### config.mk
export PLATFORM = sky130hd
export DESIGN_NAME = aivdm_sentence_framer_top
export DESIGN_NICKNAME = d
export VERILOG_FILES = /design/src/rtl/core/asf_pkg.sv /design/src/rtl/core/asf_front.sv /design/src/rtl/core/asf_queue.sv /design/src/rtl/core/asf_back.sv /design/src/rtl/core/aivdm_sentence_framer_top.sv
export SDC_FILE = /design/constraint.sdc
export NUM_CORES = 1
export LEC_CHECK = 0
export BUFFER_PORTS_ARGS = -buffer_cell sky130_fd_sc_hd__buf_2
export CAP_MARGIN = 20
export CORE_AREA = 2 2 197 141
export CTS_BUF_LIST = sky130_fd_sc_hd__clkbuf_2 sky130_fd_sc_hd__clkbuf_4 sky130_fd_sc_hd__clkbuf_8
export DETAILED_ROUTE_END_ITERATION = 10
export DIE_AREA = 0 0 199 143
export PLACE_DENSITY_LB_ADDON = 0.05
export SYNTH_ARGS = -nofsm -noshare
export SYNTH_HDL_FRONTEND = slang
export SYNTH_SLANG_ARGS = --single-unit
### constraint.sdc
create_clock -name i_clk -period 5.4 [get_ports i_clk]
set_input_delay 0.27 -clock i_clk [delete_from_list [all_inputs] [get_ports i_clk]]
set_output_delay 0.27 -clock i_clk [all_outputs]
set_load 0.05 [all_outputs]
### src/rtl/core/asf_pkg.sv
`default_nettype none
// ----------------------------------------------------------------------------
// asf_pkg
// shared widths, character codes, job descriptor and helpers of the
// sentence framer
// ----------------------------------------------------------------------------
package asf_pkg;

    localparam int LEN_W    = 11;
    localparam int SEQ_W    = 8;
    localparam int CHAN_W   = 8;
    localparam int SEXTET_W = 6;
    localparam int CHAR_W   = 7;
    localparam int ERR_W    = 2;

    localparam int MAX_BITS_DEF           = 1024;
    localparam int CHARS_PER_FRAGMENT_DEF = 60;
    localparam int MAX_FRAGMENTS_DEF      = 9;
    localparam int QUEUE_DEPTH_DEF        = 4;

    localparam logic OP_START   = 1'b0;
    localparam logic OP_PAYLOAD = 1'b1;

    localparam logic [CHAN_W-1:0] CHAN_B_IN = 8'd66;

    localparam logic [CHAR_W-1:0] CH_NUL   = 7'd0;
    localparam logic [CHAR_W-1:0] CH_BANG  = 7'd33;
    localparam logic [CHAR_W-1:0] CH_STAR  = 7'd42;
    localparam logic [CHAR_W-1:0] CH_COMMA = 7'd44;
    localparam logic [CHAR_W-1:0] CH_ZERO  = 7'd48;
    localparam logic [CHAR_W-1:0] CH_A     = 7'd65;
    localparam logic [CHAR_W-1:0] CH_B     = 7'd66;
    localparam logic [CHAR_W-1:0] CH_D     = 7'd68;
    localparam logic [CHAR_W-1:0] CH_I     = 7'd73;
    localparam logic [CHAR_W-1:0] CH_M     = 7'd77;
    localparam logic [CHAR_W-1:0] CH_V     = 7'd86;
    localparam logic [CHAR_W-1:0] ARMOR_OFS  = 7'd48;
    localparam logic [CHAR_W-1:0] ARMOR_KNEE = 7'd87;
    localparam logic [CHAR_W-1:0] ARMOR_GAP  = 7'd8;

    typedef enum logic [ERR_W-1:0] {
        ERR_NONE   = 2'd0,
        ERR_LENGTH = 2'd1,
        ERR_NO_MSG = 2'd2
    } t_err;

    typedef enum logic [2:0] {
        JOB_ERR   = 3'b001,
        JOB_START = 3'b010,
        JOB_DATA  = 3'b100
    } t_job_kind;

    typedef struct packed {
        t_job_kind           kind;
        t_err                err;
        logic [CHAR_W-1:0]   character;
        logic                close;
        logic                reopen;
        logic [2:0]          fill;
        logic [3:0]          total;
        logic [3:0]          index;
        logic [3:0]          seq;
        logic                chan_b;
    } t_job;

    function automatic logic [CHAR_W-1:0] hex_digit(input logic [3:0] v);
        logic [CHAR_W-1:0] r;
        if (v < 4'd10) begin
            r = CH_ZERO + {3'b000, v};
        end else begin
            r = CH_A + {3'b000, v} - 7'd10;
        end
        return r;
    endfunction

endpackage
`default_nettype wire

### src/rtl/core/asf_front.sv
`default_nettype none
// ----------------------------------------------------------------------------
// asf_front
// accepts items, checks and sizes messages, masks and armors sextets and
// hands one job per item to the queue
// ----------------------------------------------------------------------------
module asf_front #(
    parameter int MAX_BITS           = asf_pkg::MAX_BITS_DEF,
    parameter int CHARS_PER_FRAGMENT = asf_pkg::CHARS_PER_FRAGMENT_DEF,
    parameter int MAX_FRAGMENTS      = asf_pkg::MAX_FRAGMENTS_DEF
) (
    input  wire logic                          i_clk,
    input  wire logic                          i_rst_n,
    input  wire logic                          i_valid,
    output logic                               o_ready,
    input  wire logic                          i_op,
    input  wire logic [asf_pkg::LEN_W-1:0]     i_bit_length,
    input  wire logic [asf_pkg::SEQ_W-1:0]     i_seq_id,
    input  wire logic [asf_pkg::CHAN_W-1:0]    i_channel,
    input  wire logic [asf_pkg::SEXTET_W-1:0]  i_sextet,
    input  wire logic                          i_full,
    output logic                               o_push,
    output asf_pkg::t_job                      o_job
);
    import asf_pkg::*;

    localparam int FC_W = $clog2(CHARS_PER_FRAGMENT + 1);

    logic             r_open,      n_open;
    logic [LEN_W-1:0] r_bits_left, n_bits_left;
    logic [FC_W-1:0]  r_frag_cnt,  n_frag_cnt;
    logic [3:0]       r_index,     n_index;
    logic [3:0]       r_total,     n_total;
    logic [3:0]       r_seq,       n_seq;
    logic             r_chan_b,    n_chan_b;

    logic                accept;
    logic                len_bad;
    logic [3:0]          calc_total;
    logic [15:0]         seq_prod;
    logic [4:0]          seq_quot;
    logic [SEQ_W-1:0]    seq_rem;
    logic                pl_last;
    logic                pl_short;
    logic [SEXTET_W-1:0] pl_mask;
    logic [CHAR_W-1:0]   pl_sum;
    logic [CHAR_W-1:0]   pl_char;
    logic [2:0]          pl_fill;
    logic [FC_W-1:0]     frag_next;
    logic                pl_close;
    logic                pl_reopen;

    assign o_ready = !i_full;
    assign accept  = i_valid && !i_full;
    assign o_push  = accept;

    // fragment count by compare against fragment boundaries in bits
    always_comb begin
        calc_total = 4'd1;
        for (int k = 1; k < MAX_FRAGMENTS; k++) begin
            if (int'(i_bit_length) > k * CHARS_PER_FRAGMENT * 6) begin
                calc_total = calc_total + 4'd1;
            end
        end
    end

    assign len_bad = (i_bit_length == '0) || (int'(i_bit_length) > MAX_BITS)
                  || (int'(i_bit_length) > MAX_FRAGMENTS * CHARS_PER_FRAGMENT * 6);

    // seq_id mod 10 by reciprocal
    assign seq_prod = 16'(i_seq_id) * 16'd205;
    assign seq_quot = seq_prod[15:11];
    assign seq_rem  = i_seq_id - 8'(seq_quot) * 8'd10;

    assign pl_last   = r_bits_left <= LEN_W'(6);
    assign pl_short  = r_bits_left < LEN_W'(6);
    assign pl_mask   = pl_short ? (6'h3F << (3'd6 - r_bits_left[2:0])) : 6'h3F;
    assign pl_sum    = 7'(i_sextet & pl_mask) + ARMOR_OFS;
    assign pl_char   = (pl_sum > ARMOR_KNEE) ? (pl_sum + ARMOR_GAP) : pl_sum;
    assign pl_fill   = pl_short ? (3'd6 - r_bits_left[2:0]) : 3'd0;
    assign frag_next = r_frag_cnt + FC_W'(1);
    assign pl_close  = pl_last || (frag_next == FC_W'(CHARS_PER_FRAGMENT));
    assign pl_reopen = pl_close && !pl_last;

    always_comb begin
        n_open      = r_open;
        n_bits_left = r_bits_left;
        n_frag_cnt  = r_frag_cnt;
        n_index     = r_index;
        n_total     = r_total;
        n_seq       = r_seq;
        n_chan_b    = r_chan_b;

        o_job           = '0;
        o_job.kind      = JOB_DATA;
        o_job.err       = ERR_NONE;
        o_job.total     = r_total;
        o_job.index     = r_index;
        o_job.seq       = r_seq;
        o_job.chan_b    = r_chan_b;

        if (i_op == OP_START) begin
            if (len_bad) begin
                o_job.kind = JOB_ERR;
                o_job.err  = ERR_LENGTH;
            end else begin
                o_job.kind   = JOB_START;
                o_job.total  = calc_total;
                o_job.index  = 4'd1;
                o_job.seq    = seq_rem[3:0];
                o_job.chan_b = (i_channel == CHAN_B_IN);
            end
        end else if (!r_open) begin
            o_job.kind = JOB_ERR;
            o_job.err  = ERR_NO_MSG;
        end else begin
            o_job.character = pl_char;
            o_job.close     = pl_close;
            o_job.reopen    = pl_reopen;
            o_job.fill      = pl_fill;
            o_job.index     = r_index + 4'd1;
        end

        if (accept) begin
            if (i_op == OP_START) begin
                n_open      = !len_bad;
                n_bits_left = len_bad ? '0 : i_bit_length;
                n_frag_cnt  = '0;
                n_index     = len_bad ? 4'd0 : 4'd1;
                n_total     = len_bad ? 4'd0 : calc_total;
                n_seq       = len_bad ? 4'd0 : seq_rem[3:0];
                n_chan_b    = len_bad ? 1'b0 : (i_channel == CHAN_B_IN);
            end else if (r_open) begin
                n_bits_left = pl_last ? '0 : (r_bits_left - LEN_W'(6));
                n_frag_cnt  = pl_close ? '0 : frag_next;
                if (pl_reopen) begin
                    n_index = r_index + 4'd1;
                end
                if (pl_last) begin
                    n_open   = 1'b0;
                    n_index  = 4'd0;
                    n_total  = 4'd0;
                    n_seq    = 4'd0;
                    n_chan_b = 1'b0;
                end
            end
        end
    end

    always_ff @(posedge i_clk) begin
        if (!i_rst_n) begin
            r_open      <= 1'b0;
            r_bits_left <= '0;
            r_frag_cnt  <= '0;
            r_index     <= '0;
            r_total     <= '0;
            r_seq       <= '0;
            r_chan_b    <= 1'b0;
        end else begin
            r_open      <= n_open;
            r_bits_left <= n_bits_left;
            r_frag_cnt  <= n_frag_cnt;
            r_index     <= n_index;
            r_total     <= n_total;
            r_seq       <= n_seq;
            r_chan_b    <= n_chan_b;
        end
    end

    a_open_has_bits: assert property (@(posedge i_clk) disable iff (!i_rst_n)
        r_open |-> (r_bits_left != '0))
        else $error("open message with no bits left");

    a_frag_in_range: assert property (@(posedge i_clk) disable iff (!i_rst_n)
        r_frag_cnt < FC_W'(CHARS_PER_FRAGMENT))
        else $error("fragment counter past fragment size");

    a_index_in_range: assert property (@(posedge i_clk) disable iff (!i_rst_n)
        r_open |-> (r_index != 4'd0) && (r_index <= r_total))
        else $error("fragment index outside fragment total");

endmodule
`default_nettype wire

### src/rtl/core/asf_queue.sv
`default_nettype none
// ----------------------------------------------------------------------------
// asf_queue
// small register fifo of jobs between the front and the back end
// ----------------------------------------------------------------------------
module asf_queue #(
    parameter int DEPTH = asf_pkg::QUEUE_DEPTH_DEF
) (
    input  wire logic           i_clk,
    input  wire logic           i_rst_n,
    input  wire logic           i_push,
    input  asf_pkg::t_job       i_data,
    output logic                o_full,
    output logic                o_valid,
    output asf_pkg::t_job       o_data,
    input  wire logic           i_pop
);
    import asf_pkg::*;

    localparam int PTR_W = (DEPTH > 1) ? $clog2(DEPTH) : 1;
    localparam int CNT_W = $clog2(DEPTH + 1);

    t_job             r_mem [DEPTH];
    logic [PTR_W-1:0] r_wr;
    logic [PTR_W-1:0] r_rd;
    logic [CNT_W-1:0] r_count;
    logic             do_push;
    logic             do_pop;

    assign o_full  = r_count == CNT_W'(DEPTH);
    assign o_valid = r_count != '0;
    assign o_data  = r_mem[r_rd];
    assign do_push = i_push && !o_full;
    assign do_pop  = i_pop && o_valid;

    always_ff @(posedge i_clk) begin
        if (do_push) begin
            r_mem[r_wr] <= i_data;
        end
    end

    always_ff @(posedge i_clk) begin
        if (!i_rst_n) begin
            r_wr    <= '0;
            r_rd    <= '0;
            r_count <= '0;
        end else begin
            if (do_push) begin
                r_wr <= (r_wr == PTR_W'(DEPTH - 1)) ? '0 : r_wr + PTR_W'(1);
            end
            if (do_pop) begin
                r_rd <= (r_rd == PTR_W'(DEPTH - 1)) ? '0 : r_rd + PTR_W'(1);
            end
            if (do_push && !do_pop) begin
                r_count <= r_count + CNT_W'(1);
            end else if (do_pop && !do_push) begin
                r_count <= r_count - CNT_W'(1);
            end
        end
    end

endmodule
`default_nettype wire

### src/rtl/core/asf_back.sv
`default_nettype none
// ----------------------------------------------------------------------------
// asf_back
// expands each job into sentence characters, one per cycle unless the
// receiver stalls, keeps the running checksum and drives the output register
// ----------------------------------------------------------------------------
module asf_back (
    input  wire logic                        i_clk,
    input  wire logic                        i_rst_n,
    input  wire logic                        i_q_valid,
    input  asf_pkg::t_job                    i_q_job,
    output logic                             o_q_pop,
    output logic                             o_valid,
    input  wire logic                        i_ready,
    output logic [asf_pkg::CHAR_W-1:0]       o_character,
    output logic                             o_sentence_end,
    output logic                             o_run_last,
    output logic [asf_pkg::ERR_W-1:0]        o_error_code
);
    import asf_pkg::*;

    typedef enum logic [21:0] {
        ST_ERR      = 22'h000001,
        ST_CHAR     = 22'h000002,
        ST_CL_COMMA = 22'h000004,
        ST_CL_FILL  = 22'h000008,
        ST_STAR     = 22'h000010,
        ST_HEX_HI   = 22'h000020,
        ST_HEX_LO   = 22'h000040,
        ST_BANG     = 22'h000080,
        ST_A        = 22'h000100,
        ST_I        = 22'h000200,
        ST_V        = 22'h000400,
        ST_D        = 22'h000800,
        ST_M        = 22'h001000,
        ST_C1       = 22'h002000,
        ST_TOTAL    = 22'h004000,
        ST_C2       = 22'h008000,
        ST_INDEX    = 22'h010000,
        ST_C3       = 22'h020000,
        ST_SEQ      = 22'h040000,
        ST_C4       = 22'h080000,
        ST_CHAN     = 22'h100000,
        ST_C5       = 22'h200000
    } t_step;

    logic              r_active;
    t_job              r_job;
    t_step             r_step;
    logic [7:0]        r_xor;
    logic              r_o_valid;
    logic [CHAR_W-1:0] r_o_char;
    logic              r_o_end;
    logic              r_o_last;
    t_err              r_o_err;

    t_job              cur_job;
    t_step             first_step;
    t_step             cur_step;
    t_step             next_step;
    logic              have;
    logic              emit;
    logic [CHAR_W-1:0] ch;
    logic              ch_end;
    logic              ch_last;
    logic              ch_text;
    logic              ch_clear;
    t_err              ch_err;

    always_comb begin
        unique case (i_q_job.kind)
            JOB_ERR:   first_step = ST_ERR;
            JOB_START: first_step = ST_BANG;
            JOB_DATA:  first_step = ST_CHAR;
            default:   first_step = ST_ERR;
        endcase
    end

    assign cur_job  = r_active ? r_job : i_q_job;
    assign cur_step = r_active ? r_step : first_step;
    assign have     = r_active || i_q_valid;
    assign emit     = have && (!r_o_valid || i_ready);
    assign o_q_pop  = emit && !r_active;

    always_comb begin
        ch        = CH_NUL;
        ch_end    = 1'b0;
        ch_last   = 1'b0;
        ch_text   = 1'b1;
        ch_clear  = 1'b0;
        ch_err    = ERR_NONE;
        next_step = ST_ERR;
        unique case (cur_step)
            ST_ERR: begin
                ch_text = 1'b0;
                ch_err  = cur_job.err;
                ch_last = 1'b1;
            end
            ST_CHAR: begin
                ch        = cur_job.character;
                ch_last   = !cur_job.close;
                next_step = ST_CL_COMMA;
            end
            ST_CL_COMMA: begin
                ch        = CH_COMMA;
                next_step = ST_CL_FILL;
            end
            ST_CL_FILL: begin
                ch        = CH_ZERO + {4'b0000, cur_job.fill};
                next_step = ST_STAR;
            end
            ST_STAR: begin
                ch        = CH_STAR;
                ch_text   = 1'b0;
                next_step = ST_HEX_HI;
            end
            ST_HEX_HI: begin
                ch        = hex_digit(r_xor[7:4]);
                ch_text   = 1'b0;
                next_step = ST_HEX_LO;
            end
            ST_HEX_LO: begin
                ch        = hex_digit(r_xor[3:0]);
                ch_text   = 1'b0;
                ch_end    = 1'b1;
                ch_last   = !cur_job.reopen;
                next_step = ST_BANG;
            end
            ST_BANG: begin
                ch        = CH_BANG;
                ch_text   = 1'b0;
                ch_clear  = 1'b1;
                next_step = ST_A;
            end
            ST_A: begin
                ch        = CH_A;
                next_step = ST_I;
            end
            ST_I: begin
                ch        = CH_I;
                next_step = ST_V;
            end
            ST_V: begin
                ch        = CH_V;
                next_step = ST_D;
            end
            ST_D: begin
                ch        = CH_D;
                next_step = ST_M;
            end
            ST_M: begin
                ch        = CH_M;
                next_step = ST_C1;
            end
            ST_C1: begin
                ch        = CH_COMMA;
                next_step = ST_TOTAL;
            end
            ST_TOTAL: begin
                ch        = CH_ZERO + {3'b000, cur_job.total};
                next_step = ST_C2;
            end
            ST_C2: begin
                ch        = CH_COMMA;
                next_step = ST_INDEX;
            end
            ST_INDEX: begin
                ch        = CH_ZERO + {3'b000, cur_job.index};
                next_step = ST_C3;
            end
            ST_C3: begin
                ch        = CH_COMMA;
                next_step = (cur_job.total > 4'd1) ? ST_SEQ : ST_C4;
            end
            ST_SEQ: begin
                ch        = CH_ZERO + {3'b000, cur_job.seq};
                next_step = ST_C4;
            end
            ST_C4: begin
                ch        = CH_COMMA;
                next_step = ST_CHAN;
            end
            ST_CHAN: begin
                ch        = cur_job.chan_b ? CH_B : CH_A;
                next_step = ST_C5;
            end
            ST_C5: begin
                ch      = CH_COMMA;
                ch_last = 1'b1;
            end
            default: begin
                ch_text = 1'b0;
                ch_last = 1'b1;
            end
        endcase
    end

    always_ff @(posedge i_clk) begin
        if (!i_rst_n) begin
            r_active  <= 1'b0;
            r_step    <= ST_ERR;
            r_xor     <= '0;
            r_o_valid <= 1'b0;
        end else begin
            if (emit) begin
                r_o_valid <= 1'b1;
                if (ch_clear) begin
                    r_xor <= '0;
                end else if (ch_text) begin
                    r_xor <= r_xor ^ {1'b0, ch};
                end
                if (ch_last) begin
                    r_active <= 1'b0;
                end else begin
                    r_active <= 1'b1;
                    r_step   <= next_step;
                end
            end else if (i_ready) begin
                r_o_valid <= 1'b0;
            end
        end
    end

    always_ff @(posedge i_clk) begin
        if (emit) begin
            r_o_char <= ch;
            r_o_end  <= ch_end;
            r_o_last <= ch_last;
            r_o_err  <= ch_err;
            if (!r_active) begin
                r_job <= i_q_job;
            end
        end
    end

    assign o_valid        = r_o_valid;
    assign o_character    = r_o_char;
    assign o_sentence_end = r_o_end;
    assign o_run_last     = r_o_last;
    assign o_error_code   = r_o_err;

    a_err_alone: assert property (@(posedge i_clk) disable iff (!i_rst_n)
        (r_o_valid && (r_o_err != ERR_NONE)) |-> (r_o_last && !r_o_end))
        else $error("error beat not a lone last beat");

    a_end_is_hex: assert property (@(posedge i_clk) disable iff (!i_rst_n)
        (r_o_valid && r_o_end) |->
            ((r_o_char >= CH_ZERO) && (r_o_char <= 7'd57))
            || ((r_o_char >= CH_A) && (r_o_char <= 7'd70)))
        else $error("sentence end on a non hex character");

    a_first_steps: assert property (@(posedge i_clk) disable iff (!i_rst_n)
        r_active |-> (r_step != ST_ERR) && (r_step != ST_CHAR))
        else $error("job held on a first-only step");

endmodule
`default_nettype wire

### src/rtl/core/aivdm_sentence_framer_top.sv
`default_nettype none
// ----------------------------------------------------------------------------
// aivdm_sentence_framer_top
// armors an ais payload into !AIVDM sentence text, one character per beat
//
// input channel: a start beat (op 0) carries bit length, sequence id and
// channel and yields the first header; a payload beat (op 1) carries one
// sextet and yields one armored character, then the ,F*HH close when a
// fragment fills or the message ends, and the next header if bits remain.
// bad starts and payload with no open message yield a single error beat.
// output channel: one ascii character per beat with sentence end, last beat
// of the item and error code.
// path: each job passes through the queue and then the output register.
// throughput: input is taken every cycle while the four-entry (default) job
// queue has room; the back end sequencer emits one character per cycle
// unless the receiver stalls; a full fragment adds the close and next header.
// reset: synchronous active low; clears the open message, the queue and the
// output valid flag; no clearing pass.
// receiver stall: the output register holds its beat, the sequencer waits,
// the queue fills and then input ready drops.
// ----------------------------------------------------------------------------
module aivdm_sentence_framer_top #(
    parameter int MAX_BITS           = asf_pkg::MAX_BITS_DEF,
    parameter int CHARS_PER_FRAGMENT = asf_pkg::CHARS_PER_FRAGMENT_DEF,
    parameter int MAX_FRAGMENTS      = asf_pkg::MAX_FRAGMENTS_DEF,
    parameter int QUEUE_DEPTH        = asf_pkg::QUEUE_DEPTH_DEF
) (
    input  wire logic                          i_clk,
    input  wire logic                          i_rst_n,
    input  wire logic                          i_valid,
    output logic                               o_ready,
    input  wire logic                          i_op,
    input  wire logic [asf_pkg::LEN_W-1:0]     i_bit_length,
    input  wire logic [asf_pkg::SEQ_W-1:0]     i_seq_id,
    input  wire logic [asf_pkg::CHAN_W-1:0]    i_channel,
    input  wire logic [asf_pkg::SEXTET_W-1:0]  i_sextet,
    output logic                               o_valid,
    input  wire logic                          i_ready,
    output logic [asf_pkg::CHAR_W-1:0]         o_character,
    output logic                               o_sentence_end,
    output logic                               o_run_last,
    output logic [asf_pkg::ERR_W-1:0]          o_error_code
);
    import asf_pkg::*;

    logic q_push;
    t_job q_in;
    logic q_full;
    logic q_valid;
    t_job q_head;
    logic q_pop;

    asf_front #(
        .MAX_BITS           (MAX_BITS),
        .CHARS_PER_FRAGMENT (CHARS_PER_FRAGMENT),
        .MAX_FRAGMENTS      (MAX_FRAGMENTS)
    ) u_front (
        .i_clk        (i_clk),
        .i_rst_n      (i_rst_n),
        .i_valid      (i_valid),
        .o_ready      (o_ready),
        .i_op         (i_op),
        .i_bit_length (i_bit_length),
        .i_seq_id     (i_seq_id),
        .i_channel    (i_channel),
        .i_sextet     (i_sextet),
        .i_full       (q_full),
        .o_push       (q_push),
        .o_job        (q_in)
    );

    asf_queue #(
        .DEPTH (QUEUE_DEPTH)
    ) u_queue (
        .i_clk   (i_clk),
        .i_rst_n (i_rst_n),
        .i_push  (q_push),
        .i_data  (q_in),
        .o_full  (q_full),
        .o_valid (q_valid),
        .o_data  (q_head),
        .i_pop   (q_pop)
    );

    asf_back u_back (
        .i_clk          (i_clk),
        .i_rst_n        (i_rst_n),
        .i_q_valid      (q_valid),
        .i_q_job        (q_head),
        .o_q_pop        (q_pop),
        .o_valid        (o_valid),
        .i_ready        (i_ready),
        .o_character    (o_character),
        .o_sentence_end (o_sentence_end),
        .o_run_last     (o_run_last),
        .o_error_code   (o_error_code)
    );

endmodule
`default_nettype wire
==> flow_summary.ini <==
[synth]
synth-seq-cells = 228
synth_mux_area_share_pct = 9.503
ys.warnings.count = 0
synth_edf_count = 158
synth_compound_area_share_pct = 9.439
synth_xor_area_share_pct = 2.049
synth_top_family_by_area = simple AND/OR/NAND/NOR gates
seq_area_frac_synth_pct = 52.16
async_reset_ff_share_pct = 0
syn-cell-area_um2 = 11780
synth_cell_types = 82
synth_cells = 981
synth_nets = 1090
yosys.area_share.simple_pct = 15.19
synth_fa_ha_area_share_pct = 8.431
synthFlopType = edfxtp_1
syn_avg_cell_area_um2 = 12.01

[finish]
fin_area_um2 = 13300
layout_commonest_cell = edfxtp_1
nNetsFinal = 1165
num_antenna_cells = 0
utilization_pct = 50.26
synthToLayoutAreaGrowth_pct = 12.86
layoutNonFillerInstCount = 1448
drive_above_1_share_pct = 20.20
layout_common_cells = 158 x edfxtp_1, 95 x nand2_1, 68 x dfxtp_1

[setup_path]
path_class = in2reg
startpoint_type = input pin
crit_path_max_fanout = 4
cp-end-kind = flip-flop
cp.arrival_ns = 5.09
cp.required_ns = 5.67

[sta]
worstMarginPinSlew_ns = 0.8024
slew_headroom_pct = 46.01
hold_ws_ns = 0.07379
setup_viol = 0
rsz0062_at_grt = false
clock.fmax_ghz = 0.2075
fin_ws_ns = 0.5799
finalSetupTns_ns = 0
fin_skew_ns = 0.01899
min_period_ns = 4.820
final-hold-violation-count = 0
fin_crit_sh_pct = 89.26
slew_viol_final = 0

[clock_network]
root_buffer = clkbuf_8
h-tree-depth = 2
cts_tree = built
cts_num_sinks = 228
cts_buffers = 38
post-cts-setup-buffers = 0
clkTransAtPathRegs_ns = 0.06
cts_resized = 0
clk_latency_ns = 0.54
cts_buffer_depth = 3
holdBufCountCts = 0

[grt]
first_global_vias = 7653
grt_max_degree = 41
grt_usage_pct = 19.93
grt_remaining_overflow = 0
antenna_found_initial = 0
grt_pass1_wl_um = 43240

[placed_design]
place_congestion = 0.8355
placed_area_um2 = 12490
dp.cells = 1379
port_buffers = 50
pre_cts_slack_ns = 0.04948
hpwl_um = 19140

[outcome]
status = finished clean

[route]
wl_per_cell_um = 18.77
vias = 7827
drc = 0
wl_um = 27180
drtIter0Drc = 593
avgViaCountPerCell = 5.405
drtAntennaViolNets = 0
dr.pass1.iters = 5

[floorplanning]
io_pins = 51
die_x_um = 199
start_util_pct = 44.53
die_area_um2 = 28460
core_um2 = 26460
floorplan.rows = 50
die_y_um = 143

[worst_hold_path]
hold_path.class = in2reg

[power_and_ir_drop]
p_per_area_nw_per_um2 = 457.5
p_total_mw = 6.085
vdd_drop_max_mv = 0.2195
p_leak_nw = 4.995

[run]
maxCapViolCount = 0
worst paths after layout:
kind / start / end / slack [ns] / cells past startpoint
worst max-delay path: i_seq_id[1] / u_queue.r_mem[2][4] / 0.58 / 23
worst min-delay path: i_seq_id[0] / u_front.r_seq[0] / 0.07 / 3
worst max register to register: u_front.r_bits_left[1] / u_queue.r_mem[1][22] / 1.03 / 10
worst min register to register: u_front.r_seq[0] / u_front.r_seq[0] / 0.47 / 2
worst max-delay path, cell delays in order:
cell and delay [ns]:
buf_2 0.13, ha_1 0.34, xor2_1 0.16, ha_1 0.31
fa_1 0.51, inv_1 0.05, fa_1 0.52, inv_1 0.04
ha_1 0.27, o21a_1 0.18, o21ai_0 0.15, o221ai_1 0.27
xor2_1 0.21, ha_1 0.16, inv_1 0.05, fa_1 0.37
xnor2_1 0.20, xnor2_1 0.15, xnor2_1 0.14, xnor3_1 0.24
xor2_1 0.19, nand2_1 0.08, nand2_1 0.10
layer usage:
| metal | up-vias | wire length [um] | part of all wire [%] | track usage (%) |
|---|---|---|---|---|
| li1 | 3827 | - | - | - |
| met5 | - | 0 | 0 | 0 |
| met2 | 135 | 10760 | 40 | 27.20 |
| met4 | 0 | 325 | 1.2 | 4.399 |
| met3 | 28 | 1233 | 4.5 | 3.968 |
| met1 | 3837 | 14870 | 55 | 32.08 |
registers in the layout (all words and copies together) (netlist names), 2 cells and up, named ones only:
signal,flops
u_front.r_bits_left,11
u_back.r_job,27
u_front.r_frag_cnt,6
u_front.r_seq,4
u_queue.r_wr,2
u_front.r_index,4
u_queue.r_mem,120
u_back.r_xor,7
u_back.o_character,7
u_back.r_step,21
u_queue.r_count,3
u_back.o_error_code,2
u_queue.r_rd,2
u_front.r_total,4
cell families after synthesis:
group,count (synthesis)
xor+xnor,26
fa+ha+maj,71
compound gates,161
buf+inv,93
simple gates,331
mux,71
flops,228
synth_stat cells (8+ instances only):
library cell    n  area, um^2
nor4_1         15       93.84
nand2_1        95       356.6
a21boi_0        8       60.06
fa_1           14       280.3
nor3_1         19       95.09
mux2_2         27       304.0
clkbuf_1       22       82.58
nor2_1         47       176.4
xnor2_1        13       113.9
xor2_1         12       105.1
edfxtp_1      158        4745
dfxtp_1        70        1401
inv_1          58       217.7
nand3_1        21       105.1
nor2b_1        33       206.5
ha_1           57       713.2
and2_1         21       131.4
a21oi_1        32       160.2
mux2i_1        14       140.1
o21ai_0        31       155.2
mux4_2         30       675.7
nand4_1         8       50.05
nand2b_1       10       62.56
and3_1         13       81.33
power breakdown:
| part | switching (mW) | total, mW | internal (mW) |
|---|---|---|---|
| combinational | 1.20 | 2.02 | 0.824 |
| clock | 0.700 | 1.62 | 0.924 |
| sequential | 0.157 | 2.44 | 2.29 |
final cells by class:
class	instances	area (um^2)
clock buffers	53	648.1
clock inverters	15	153.9
fillers	2376	13160
inverters	58	217.7
multi-input cells	660	5265
flip-flops and latches	228	6148
well taps	364	455.4
repair buffers	70	410.4
Power figures use the tool's default switching activity.
